## src/design/gcm_pkg.sv

```systemverilog
// Shared types and constants for the greedy change maker.
package gcm_pkg;

    // Field widths
    localparam int CENTS_W    = 24;
    localparam int COIN_W     = 16;
    localparam int SLOT_IDX_W = 3;
    localparam int SLOT_REGS  = 8;

    // Divider steps per slot: one quotient bit per cycle
    localparam int DIV_STEPS  = CENTS_W;
    localparam int DIV_CNT_W  = $clog2(DIV_STEPS);

    // Sequencer states
    typedef enum logic [1:0] {
        ST_IDLE,
        ST_START,
        ST_DIV,
        ST_EMIT
    } gcm_state_t;

endpackage

```

## src/design/gcm_in_if.sv

```systemverilog
// Request channel: one change amount per transfer.
interface gcm_in_if;
    logic                         valid;
    logic                         ready;
    logic [gcm_pkg::CENTS_W-1:0]  change_cents;

    modport source (output valid, output change_cents, input ready);
    modport sink   (input valid, input change_cents, output ready);
endinterface

```

## src/design/gcm_out_if.sv

```systemverilog
// Result channel: one denomination slot and its coin count per transfer.
interface gcm_out_if;
    logic                           valid;
    logic                           ready;
    logic [gcm_pkg::SLOT_IDX_W-1:0] slot_index;
    logic [gcm_pkg::COIN_W-1:0]     coin_value;
    logic [gcm_pkg::CENTS_W-1:0]    coin_count;
    logic                           last_slot;

    modport source (output valid, output slot_index, output coin_value,
                    output coin_count, output last_slot, input ready);
    modport sink   (input valid, input slot_index, input coin_value,
                    input coin_count, input last_slot, output ready);
endinterface

```

## src/design/greedy_change_maker.sv

```systemverilog
// Greedy coin change maker: top level with slot sequencer and serial divider.
//
// Each change amount (cents) accepted on the request channel produces exactly
// NUM_COINS results on the result channel, one per denomination slot in slot
// order, with the last one flagged. A slot whose denomination is zero gets a
// count of zero and leaves the remainder untouched; any amount left after the
// final slot is dropped. Denominations must be written through the cfg port
// only while the block is idle; the block itself does not enforce this. The
// request channel is ready only when no amount is in work. Each nonzero slot
// runs a setup state, the shared one-bit-per-cycle restoring divider and a
// state that presents the result until ready; a zero slot skips the divider.
module greedy_change_maker #(
    parameter int NUM_COINS = 8
) (
    input  logic                              clk,
    input  logic                              rst_n,
    input  logic                              cfg_we,
    input  logic [gcm_pkg::SLOT_IDX_W-1:0]    cfg_index,
    input  logic [gcm_pkg::COIN_W-1:0]        cfg_data,
    gcm_in_if.sink                            request,
    gcm_out_if.source                         result
);

    localparam int SLOT_W = (NUM_COINS > 1) ? $clog2(NUM_COINS) : 1;
    localparam logic [SLOT_W-1:0] LAST_SLOT = SLOT_W'(NUM_COINS - 1);
    localparam logic [gcm_pkg::DIV_CNT_W-1:0] LAST_STEP =
        gcm_pkg::DIV_CNT_W'(gcm_pkg::DIV_STEPS - 1);

    gcm_pkg::gcm_state_t state_reg, state_next;

    logic [gcm_pkg::COIN_W-1:0]     coin_reg [gcm_pkg::SLOT_REGS];
    logic [gcm_pkg::CENTS_W-1:0]    rest_reg, rest_next;
    logic [gcm_pkg::CENTS_W-1:0]    quo_reg, quo_next;
    logic [gcm_pkg::COIN_W-1:0]     rem_reg, rem_next;
    logic [gcm_pkg::DIV_CNT_W-1:0]  cnt_reg, cnt_next;
    logic [SLOT_W-1:0]              slot_reg, slot_next;

    logic [gcm_pkg::COIN_W-1:0]     denom;
    logic [gcm_pkg::COIN_W:0]       div_trial;
    logic                           div_fit;
    logic [gcm_pkg::COIN_W-1:0]     rem_step;
    logic                           is_last;
    logic                           in_xfer;
    logic                           out_xfer;

    // Denomination of the slot in work
    assign denom   = coin_reg[gcm_pkg::SLOT_IDX_W'(slot_reg)];
    assign is_last = (slot_reg == LAST_SLOT);

    // Shared divider step: shift in the next dividend bit, trial subtract
    assign div_trial = {rem_reg, quo_reg[gcm_pkg::CENTS_W-1]} - {1'b0, denom};
    assign div_fit   = ~div_trial[gcm_pkg::COIN_W];
    assign rem_step  = div_fit ? div_trial[gcm_pkg::COIN_W-1:0]
                               : {rem_reg[gcm_pkg::COIN_W-2:0],
                                  quo_reg[gcm_pkg::CENTS_W-1]};

    assign in_xfer  = request.valid && request.ready;
    assign out_xfer = result.valid && result.ready;

    // Hold denominations; writes must arrive only while idle (the block does not enforce this)
    always_ff @(posedge clk or negedge rst_n)
    begin
        if (!rst_n)
        begin
            for (int i = 0; i < gcm_pkg::SLOT_REGS; i++)
            begin
                coin_reg[i] <= '0;
            end
        end
        else if (cfg_we)
        begin
            coin_reg[cfg_index] <= cfg_data;
        end
    end

    // Next state
    always_comb
    begin
        state_next = state_reg;
        case (state_reg)
            gcm_pkg::ST_IDLE:
            begin
                if (in_xfer)
                begin
                    state_next = gcm_pkg::ST_START;
                end
            end
            gcm_pkg::ST_START:
            begin
                state_next = (denom == '0) ? gcm_pkg::ST_EMIT : gcm_pkg::ST_DIV;
            end
            gcm_pkg::ST_DIV:
            begin
                if (cnt_reg == LAST_STEP)
                begin
                    state_next = gcm_pkg::ST_EMIT;
                end
            end
            gcm_pkg::ST_EMIT:
            begin
                if (out_xfer)
                begin
                    state_next = is_last ? gcm_pkg::ST_IDLE : gcm_pkg::ST_START;
                end
            end
            default:
            begin
                state_next = gcm_pkg::ST_IDLE;
            end
        endcase
    end

    // Datapath updates
    always_comb
    begin
        rest_next = rest_reg;
        quo_next  = quo_reg;
        rem_next  = rem_reg;
        cnt_next  = cnt_reg;
        slot_next = slot_reg;
        case (state_reg)
            gcm_pkg::ST_IDLE:
            begin
                if (in_xfer)
                begin
                    rest_next = request.change_cents;
                    slot_next = '0;
                end
            end
            gcm_pkg::ST_START:
            begin
                cnt_next = '0;
                rem_next = '0;
                quo_next = (denom == '0) ? '0 : rest_reg;
            end
            gcm_pkg::ST_DIV:
            begin
                rem_next = rem_step;
                quo_next = {quo_reg[gcm_pkg::CENTS_W-2:0], div_fit};
                cnt_next = cnt_reg + 1'b1;
                if (cnt_reg == LAST_STEP)
                begin
                    rest_next = gcm_pkg::CENTS_W'(rem_step);
                end
            end
            gcm_pkg::ST_EMIT:
            begin
                if (out_xfer && !is_last)
                begin
                    slot_next = slot_reg + 1'b1;
                end
            end
            default:
            begin
                slot_next = '0;
            end
        endcase
    end

    // Outputs
    always_comb
    begin
        request.ready     = (state_reg == gcm_pkg::ST_IDLE);
        result.valid      = (state_reg == gcm_pkg::ST_EMIT);
        result.slot_index = gcm_pkg::SLOT_IDX_W'(slot_reg);
        result.coin_value = denom;
        result.coin_count = quo_reg;
        result.last_slot  = is_last;
    end

    // Advance control state
    always_ff @(posedge clk or negedge rst_n)
    begin
        if (!rst_n)
        begin
            state_reg <= gcm_pkg::ST_IDLE;
            slot_reg  <= '0;
            cnt_reg   <= '0;
        end
        else
        begin
            state_reg <= state_next;
            slot_reg  <= slot_next;
            cnt_reg   <= cnt_next;
        end
    end

    // Hold payload registers
    always_ff @(posedge clk)
    begin
        rest_reg <= rest_next;
        quo_reg  <= quo_next;
        rem_reg  <= rem_next;
    end

    // Never take a new amount while a result is on offer
    a_no_overlap: assert property (@(posedge clk) disable iff (!rst_n)
        !(request.ready && result.valid))
        else $error("request ready while result valid");

    // Every amount starts at the first slot
    a_start_slot0: assert property (@(posedge clk) disable iff (!rst_n)
        in_xfer |=> (state_reg == gcm_pkg::ST_START) && (slot_reg == '0))
        else $error("amount did not start at slot zero");

    // The last slot's transfer returns the block to idle
    a_last_idle: assert property (@(posedge clk) disable iff (!rst_n)
        (out_xfer && result.last_slot) |=> request.ready)
        else $error("not idle after last slot");

    // A non-last transfer moves on to the next slot
    a_slot_step: assert property (@(posedge clk) disable iff (!rst_n)
        (out_xfer && !result.last_slot) |=>
            (slot_reg == $past(slot_reg) + 1'b1) &&
            (state_reg == gcm_pkg::ST_START))
        else $error("slot did not advance");

    // Slot index stays within the configured slot count
    a_slot_range: assert property (@(posedge clk) disable iff (!rst_n)
        slot_reg <= LAST_SLOT)
        else $error("slot index out of range");

endmodule

```

## src/flat_wrapper.sv

```systemverilog
// flat-port wrapper written by rule: the top's interface ports become plain ports
module greedy_change_maker_flat 
#(
    parameter int NUM_COINS = 8
)
  (clk, rst_n, cfg_we, cfg_index, cfg_data, request_valid, request_change_cents, request_ready, result_valid, result_slot_index, result_coin_value, result_coin_count, result_last_slot, result_ready);
  gcm_in_if request_i ();
  gcm_out_if result_i ();
  input  logic clk;
  input  logic rst_n;
  input  logic cfg_we;
  input  logic [gcm_pkg::SLOT_IDX_W-1:0] cfg_index;
  input  logic [gcm_pkg::COIN_W-1:0] cfg_data;
  input wire logic [$bits(request_i.valid)-1:0] request_valid;
  input wire logic [$bits(request_i.change_cents)-1:0] request_change_cents;
  output wire logic [$bits(request_i.ready)-1:0] request_ready;
  output wire logic [$bits(result_i.valid)-1:0] result_valid;
  output wire logic [$bits(result_i.slot_index)-1:0] result_slot_index;
  output wire logic [$bits(result_i.coin_value)-1:0] result_coin_value;
  output wire logic [$bits(result_i.coin_count)-1:0] result_coin_count;
  output wire logic [$bits(result_i.last_slot)-1:0] result_last_slot;
  input wire logic [$bits(result_i.ready)-1:0] result_ready;
  assign request_i.valid = request_valid;
  assign request_i.change_cents = request_change_cents;
  assign request_ready = request_i.ready;
  assign result_valid = result_i.valid;
  assign result_slot_index = result_i.slot_index;
  assign result_coin_value = result_i.coin_value;
  assign result_coin_count = result_i.coin_count;
  assign result_last_slot = result_i.last_slot;
  assign result_i.ready = result_ready;
  greedy_change_maker #(.NUM_COINS(NUM_COINS)) u_core (.clk(clk), .rst_n(rst_n), .cfg_we(cfg_we), .cfg_index(cfg_index), .cfg_data(cfg_data), .request(request_i), .result(result_i));
endmodule
```

## config.mk

```make
export PLATFORM = sky130hd
export DESIGN_NAME = greedy_change_maker_flat
export DESIGN_NICKNAME = d
export VERILOG_FILES = /design/src/design/gcm_pkg.sv /design/src/design/gcm_in_if.sv /design/src/design/gcm_out_if.sv /design/src/design/greedy_change_maker.sv /design/src/flat_wrapper.sv
export SDC_FILE = /design/constraint.sdc
export NUM_CORES = 1
export LEC_CHECK = 0
export BUFFER_PORTS_ARGS = -buffer_cell sky130_fd_sc_hd__buf_4
export CORE_MARGIN = 4
export CORE_UTILIZATION = 60
export DETAILED_ROUTE_END_ITERATION = 10
export PLACE_DENSITY = 0.77
export RECOVER_POWER = 50
export SYNTH_ARGS = -nofsm -noshare
export SYNTH_HDL_FRONTEND = slang
export SYNTH_SLANG_ARGS = --single-unit
```

## constraint.sdc

```tcl
create_clock -name clk -period 5.2 [get_ports clk]
set_input_delay 0.26 -clock clk [delete_from_list [all_inputs] [get_ports clk]]
set_output_delay 0.26 -clock clk [all_outputs]
set_load 0.005 [all_outputs]
```

==> results of run 1 <==
routing by layer:
| layer | track usage | up-vias | routed length, µm |
|---|---|---|---|
| met5 | 0 | - | 0 |
| met4 | 0.0754 | 0 | 555 |
| met3 | 0.0387 | 40 | 1050 |
| met2 | 0.428 | 177 | 12000 |
| met1 | 0.327 | 3428 | 10000 |
| li1 | - | 3022 | - |
final timing paths:
path | endpoint | slack, ps | cells after the start
setup reg to reg | u_core.rest_reg[3] | 500 | 11
max in group asynchronous | u_core.result.slot_index[0] | 980 | 3
hold / removal | u_core.coin_reg[12] | 30 | 2
min in group asynchronous | u_core.coin_reg[122] | 1730 | 2
hold reg to reg | u_core.coin_reg[113] | 480 | 1
setup / recovery | u_core.rest_reg[3] | 500 | 11
report_power, final:
group	switching [mW]	internal, mW	leakage (nW)	total (mW)
Sequential	0.320	2.37	2.29	2.69
Clock	0.609	0.998	0.380	1.61
Combinational	2.20	1.69	2.32	3.89
Total	3.13	5.06	4.99	8.19
through the flow:
step | instance area, µm² | power (mW) | worst slack (ps) | instances
after CTS | 11900 | 8.21 | 487 | 1088
final | 11800 | 8.19 | 504 | 1088
after floorplan | 10200 | 5.29 | 1340 | 760
after detailed placement | 11100 | 6.57 | 517 | 1047
after global placement | 11100 | 6.42 | 680 | 1047
after global routing | 11800 | 8.69 | 132 | 1088
layout make-up:
cell class / instances / area, µm² / share of cell area
clock buffers: 34 / 681 / 0.0576
clock inverters: 6 / 80.1 / 0.00678
multi-input cells: 491 / 4500 / 0.381
inverters: 27 / 101 / 0.00858
well taps: 220 / 275 / 0.0233
repair buffers: 108 / 800 / 0.0677
flip-flops and latches: 202 / 5380 / 0.455
cells by family after synthesis:
group / Yosys count
buffers and inverters: 67
xor gates and xnor gates: 11
AOI/OAI and AO/OA: 92
adders and majority gates: 24
and+or+nand+nor: 148
muxes: 216
DFF: 202
layout by cell type (no fill, tap or decap), types with 5 or more instances in the layout:
cell type	count
sky130_fd_sc_hd__dfrtp_1	137
sky130_fd_sc_hd__mux2_1	128
sky130_fd_sc_hd__buf_4	74
sky130_fd_sc_hd__edfxtp_1	64
sky130_fd_sc_hd__mux2i_1	55
sky130_fd_sc_hd__nor2_1	53
sky130_fd_sc_hd__mux4_2	32
sky130_fd_sc_hd__inv_1	26
sky130_fd_sc_hd__a21oi_1	26
sky130_fd_sc_hd__clkbuf_4	26
sky130_fd_sc_hd__nand2_1	25
sky130_fd_sc_hd__clkbuf_16	23
sky130_fd_sc_hd__ha_1	22
sky130_fd_sc_hd__nor2b_1	13
sky130_fd_sc_hd__o21ai_1	11
sky130_fd_sc_hd__nand3_1	11
sky130_fd_sc_hd__clkbuf_1	11
sky130_fd_sc_hd__nor3_1	8
sky130_fd_sc_hd__o21ai_0	7
sky130_fd_sc_hd__nand2b_1	7
sky130_fd_sc_hd__nor4_1	6
sky130_fd_sc_hd__a21o_1	6
sky130_fd_sc_hd__xnor2_1	6
sky130_fd_sc_hd__clkbuf_8	6
sky130_fd_sc_hd__a31oi_1	5
sky130_fd_sc_hd__nor3b_1	5
sky130_fd_sc_hd__xor2_1	5
worst max-delay path: cells and delay by family, from the launching register on:
| kind | cells | cell delay, ps |
|---|---|---|
| compound gates | 4 | 1170 |
| fa+ha+maj | 1 | 340 |
| buf+inv | 2 | 600 |
| flops | 1 | 720 |
| mux | 3 | 1160 |
| simple gates | 1 | 400 |
==> summary.txt, run 1 <==
Clocking
  • Worst-Skew Late Latency: 500 ps
  • Number of levels in the clock H-tree: 1
  • Buffers inserted during post-CTS setup optimization: 0
  • Number of CTS-inserted buffers: 22
  • Root buffer selected by CTS: sky130_fd_sc_hd__clkbuf_16
  • Post-cts hold buffer count: 1
  • Clock transition at the registers of the reported paths: 60 ps
  • TritonCTS clock tree: built
  • Sinks on the clock net: 202
  • Resize count post-CTS: 0
  • Deepest clock path buffer count: 3

Timing
  • Max Freq: 0.213 GHz
  • Setup tns final: 0 ps
  • Remaining max-slew budget at the tightest pin: -1.74
  • Final setup fails: 0
  • Layout Skew: 8.63 ps
  • Unrepaired setup endpoints after global routing: false
  • Number of pins with negative max-slew slack in the final report: 196
  • Final period utilization: 0.903
  • Slew @ Worst Pin: 4110 ps
  • Final hold slack: 32.4 ps
  • Minimum period implied by the final worst setup slack: 4700 ps
  • Count of endpoints failing hold in the final timing report: 0

Worst setup path
  • Data arrival, critical path: 4910 ps
  • Required time at the endpoint of the critical path: 5410 ps
  • Series of cell instances along the critical path: buf_4 -> mux4_2 -> mux2i_1 -> ha_1 -> a21oi_1 -> o211ai_1 -> a2111o_1 -> nand3_1 -> buf_12 -> mux2i_1 -> a21oi_1
  • Worst Path Max Fanout: 18
  • Crit end category: flip-flop
  • Crit path launch type: flip-flop
  • Launch point of the critical path: u_core.result.slot_index[0]
  • Critical Setup Path Class: reg -> reg
  • Critical-path top delay cell: sky130_fd_sc_hd__dfrtp_2
  • Largest incremental delay on the critical path: 720 ps
  • Startpoint of the worst-slack reg-to-reg timing path: u_core.result.slot_index[0]

Route
  • DRT iter0 DRCs: 455
  • Residual DRC count: 0
  • Aggregate routed wire length: 23.6 mm
  • Routed length per instance: 21.7 µm
  • Final ANT Viol Nets: 0
  • Routed via count divided by cell count: 6.13
  • Detailed-routing iteration count for the pre-antenna-repair pass: 5
  • Total number of vias: 6667

Synth
  • XOR/XNOR share of the synthesized area: 0.00949
  • Area share of the largest cell type after synthesis: 0.340
  • Portion of netlist area occupied by mux cells: 0.268
  • Distinct cell type count after synthesis: 59
  • Post-synthesis compound-gate area fraction: 0.0600
  • Cell taking the most area after synthesis: sky130_fd_sc_hd__dfrtp_1
  • Average footprint of a synthesized cell: 13.4 µm²
  • Combinational family with the most area after synthesis: multiplexers
  • Area fraction in and, or, nand and nor cells after synthesis: 0.0736
  • Number of standard cells after synthesis: 760
  • Post-synth top cells: 138 x sky130_fd_sc_hd__dfrtp_1, 128 x sky130_fd_sc_hd__mux2_1, 64 x sky130_fd_sc_hd__edfxtp_1
  • Area share of fa/ha/maj cells after synthesis: 0.0303
  • Net count after synthesis: 832
  • Most repeated cell in the gate-level netlist after synthesis: sky130_fd_sc_hd__dfrtp_1
  • Async SR Flop Fraction: 0.683
  • Post-synth EDFFs: 64
  • Post-synthesis sequential element count: 202
  • Share of the yosys chip area belonging to registers: 0.529
  • Most frequently used flop master after synthesis: sky130_fd_sc_hd__dfrtp_1
  • Largest cells by area after synthesis: sky130_fd_sc_hd__dfrtp_1 34%, sky130_fd_sc_hd__edfxtp_1 19%, sky130_fd_sc_hd__mux2_1 14%, sky130_fd_sc_hd__mux4_2 7.1%, sky130_fd_sc_hd__mux2i_1 5.4%
  • Netlist area before placement: 10200 µm²
  • Warning count from the yosys run: 0

Place
  • GPL Wtd Cong: 0.880
  • DPL Wire Length: 16.2 mm
  • PortBufs: 93

Power and ir drop
  • Largest vdd supply drop: 0.351 mV
  • Leakage: 4.99 nW
  • Cell Pwr Density: 693 nW/µm²

Min path
  • Min-delay worst type: in -> reg
  • Startpoint of the worst hold path: cfg_data[12]

Cells and area
  • Fill cell count: 1169
  • Largest register FFs: 128
  • Nets: 924
  • Count of inserted antenna diode cells: 0
  • Fraction of the core area covered by cells at the end of the flow: 0.712
  • Area growth syn-to-layout: 16.3%
  • Fraction of layout cells with a size suffix above 1: 0.203

Floorplan
  • Starting utilization of the core area: 0.612
  • Die height: 138 µm
  • Top-level I/O count: 94
  • Num rows: 47
  • Die outline area: 19100 µm²
  • Die X-Extent: 138 µm
  • Core area: 16600 µm²

Job
  • Maxcap violations: 6

Global route
  • Initial antenna violation count: 0
  • Wire length of the first global-routing pass: 38.4 mm
  • Maximum number of pins on one net before global-route repair: 77
  • Overflow after GRT: 0
  • Overall fraction of global-route tracks in use: 0.247
  • Via count of the first global-routing pass: 7140

Outcome
  • Violations in the final reports: max-capacitance violations, max-slew violations
  • Status: finished, violations left
Power figures use the tool's default switching activity.
==> run 2, diff against run 1 <==
CORE_UTILIZATION = 64   (was 60)
PLACE_DENSITY = 0.82   (was 0.77)
clock period = 5.9 ns   (was 5.2 ns; I/O delays follow)
==> run 2 against run 1 <==
  * The run still ends with max-capacitance violations, max-slew violations left
  * Sequential share of layout area increased by 0.35 points
  * Setup slack improved by 720 ps
  * Final cell count decreased by 1.2%
  * Hold slack improved by 44 ps
  * Clock skew is 6.3 ps higher
  * Core utilization increased by 5.0 points
  * Non-clock buffer count down 3
  * Global-route usage rose by 2.0 points
  * Register-to-register slack better by 720 ps
  * First-iteration DRC count increased by 19%
  * Critical path type unchanged
  * Highest routed layer unchanged
==> summary.txt, run 2 (synthesis results as in run 1) <==
Route
  • Detailed-routing iteration count for the pre-antenna-repair pass: 5 (unchanged)
  • Routed via count divided by cell count: 6.28 (+2.5%)
  • Routed length on met3: 1.32 mm (+26%)
  • Highest metal layer with signal wires: met4
  • Total number of vias: 6753 (+1.3%)
  • Final ANT Viol Nets: 0 (unchanged)
  • Met1 Wirelength: 9.88 mm (-1.5%)
  • Residual DRC count: 0 (unchanged)
  • Met2 WL post-DR: 11.7 mm (-2.6%)
  • Routed length per instance: 21.9 µm (+1.1%)
  • DRT iter0 DRCs: 543 (+19%)
  • Aggregate routed wire length: 23.6 mm (-0.11%)

Power and ir drop
  • Power Internal: 4.32 mW (-15%)
  • Switching pwr: 2.74 mW (-12%)
  • Share of power burned in the clock network: 0.189 (-0.007)
  • Reg power frac: 0.337 (+0.008)
  • Total power after layout: 7.07 mW (-14%)
  • Largest vdd supply drop: 0.289 mV (-18%)
  • Cell Pwr Density: 603 nW/µm² (-13%)
  • Combinational share of power: 0.473 (-0.002)
  • Leakage: 4.93 nW (-1.2%)
  • Sw frac: 0.388 (+0.00604)

Floorplan
  • Die outline area: 17900 µm² (-5.9%)
  • Die X-Extent: 134 µm (-3.0%)
  • Top-level I/O count: 94 (unchanged)
  • Starting utilization of the core area: 0.661 (+0.0483)
  • Num rows: 45 (-4.3%)
  • Core area: 15400 µm² (-7.3%)
  • Die height: 134 µm (-3.0%)

Timing
  • Number of pins with negative max-slew slack in the final report: 173 (-12%)
  • Final setup fails: 0 (unchanged)
  • Slew @ Worst Pin: 4080 ps (-37.2 ps)
  • Layout Skew: 15.0 ps (+6.33 ps)
  • Remaining max-slew budget at the tightest pin: -1.72 (+0.0248)
  • Count of endpoints failing hold in the final timing report: 0 (unchanged)
  • Setup tns final: 0 ps (unchanged)
  • Unrepaired setup endpoints after global routing: false
  • Max Freq: 0.214 GHz (+0.48%)
  • Post-route worst setup slack: 1230 ps (+722 ps)
  • Minimum period implied by the final worst setup slack: 4670 ps (-22.3 ps)
  • Final period utilization: 0.792 (-0.111)
  • Final hold slack: 76.1 ps (+43.6 ps)

Outcome
  • Violations in the final reports: max-capacitance violations, max-slew violations
  • Status: finished, violations left

Cells and area
  • Fraction of layout cells with a size suffix above 1: 0.198 (-0.00485)
  • Count of inserted antenna diode cells: 0 (unchanged)
  • Commonest non-fill, non-tap cells in the layout: 137 x sky130_fd_sc_hd__dfrtp_1, 128 x sky130_fd_sc_hd__mux2_1, 70 x sky130_fd_sc_hd__buf_4, 64 x sky130_fd_sc_hd__edfxtp_1, 55 x sky130_fd_sc_hd__mux2i_1
  • Area growth syn-to-layout: 15.5%
  • Final std cells w/o fill: 1075 (-1.2%)
  • Leading cell type in the layout, fill and taps excluded: sky130_fd_sc_hd__dfrtp_1
  • Nets: 921 (-0.32%)
  • Fraction of the core area covered by cells at the end of the flow: 0.763 (+0.0504)
  • Largest register FFs: 128 (unchanged)
  • Design area: 11700 µm² (-0.75%)

Worst setup path
  • Data arrival, critical path: 4850 ps (-60 ps)
  • Largest incremental delay on the critical path: 1120 ps (+400 ps)
  • Series of cell instances along the critical path: clkbuf_1 -> mux2_2 -> ha_1 -> inv_1 -> fa_1 -> a211oi_1 -> o211ai_1 -> a2111o_1 -> nand3_1 -> buf_4 -> mux2i_1 -> a21oi_1
  • Crit path launch type: flip-flop
  • Crit end category: flip-flop
  • Critical-path top delay cell: sky130_fd_sc_hd__clkbuf_1
  • Critical Setup Path Class: reg -> reg
  • Required time at the endpoint of the critical path: 6080 ps (+670 ps)
  • Worst Path Max Fanout: 27 (+9)

Global route
  • Wire length of the first global-routing pass: 38.0 mm (-0.95%)
  • Overflow after GRT: 0 (unchanged)
  • Overall fraction of global-route tracks in use: 0.268 (+0.0204)
  • Initial antenna violation count: 0 (unchanged)
  • Via count of the first global-routing pass: 7066 (-1.0%)
  • Maximum number of pins on one net before global-route repair: 82 (+6.5%)

Clocking
  • TritonCTS clock tree: built
  • Worst-Skew Late Latency: 500 ps (about the same)
  • Buffers inserted during post-CTS setup optimization: 0 (unchanged)
  • Number of CTS-inserted buffers: 22 (unchanged)
  • Sinks on the clock net: 202 (unchanged)
  • Number of levels in the clock H-tree: 1 (unchanged)
  • Deepest clock path buffer count: 3 (unchanged)
  • Root buffer selected by CTS: sky130_fd_sc_hd__clkbuf_16
  • Clock transition at the registers of the reported paths: 60 ps (about the same)

Place
  • PortBufs: 93 (unchanged)
  • Place WS: 1470 ps (+956 ps)
  • DP Area: 11100 µm² (-0.30%)
  • DPL Wire Length: 16.3 mm (+0.23%)
  • GPL Wtd Cong: 0.837 (-4.9%)
  • Post-placement cell count: 1035 (-1.1%)

Min path
  • Min-delay worst type: in -> reg

Job
  • Maxcap violations: 6 (unchanged)
## run 2: path summary, 6_finish.rpt
| check | from | endpoint | slack, ps | cells after the start |
|---|---|---|---|---|
| max in group asynchronous | rst_n | u_core.result.slot_index[0] | 1720 | 3 |
| hold / removal | cfg_data[11] | u_core.coin_reg[107] | 80 | 2 |
| min in group asynchronous | rst_n | u_core.coin_reg[23] | 1790 | 2 |
| hold reg to reg | u_core.coin_reg[44] | u_core.coin_reg[44] | 490 | 1 |
| setup reg to reg | u_core.result.slot_index[2] | u_core.rest_reg[6] | 1230 | 12 |
| setup / recovery | u_core.result.slot_index[2] | u_core.rest_reg[6] | 1230 | 12 |
## run 2: cell type report
cell class	count	area, µm²
fillers	988	3650
multi-input cells	491	4500
well taps	211	264
flip-flops and latches	202	5380
clock inverters	13	100
clock buffers	26	618
repair buffers	105	762
inverters	27	101
## run 2: timing repair
action	4_1_cts	5_1_grt
hold buffers	1	0
resized for setup	0	0
hold endpoints to repair	53	0
## run 2: worst max-delay path: cells and delay by family, from the launching register on
kind            cells  cell delay [ps]
buf+inv             3             1500
compound gates      4             1160
flops               1              320
mux                 2              700
fa+ha+maj           2              600
simple gates        1               70
## run 2: power groups by stage
stage / sequential, mW / combinational (mW) / clock, mW
after global routing: 2.43 / 3.69 / 1.43
after global placement: 2.37 / 3.21 / 0
after detailed placement: 2.40 / 3.33 / 0
after floorplan: 2.27 / 2.40 / 0
after CTS: 2.38 / 3.36 / 1.36
final: 2.38 / 3.34 / 1.34
## run 2: routing by layer
layer | up-vias | global-route usage
met5 | - | 0
met4 | 0 | 0.0891
met3 | 57 | 0.0424
met2 | 228 | 0.445
met1 | 3452 | 0.366
li1 | 3016 | -
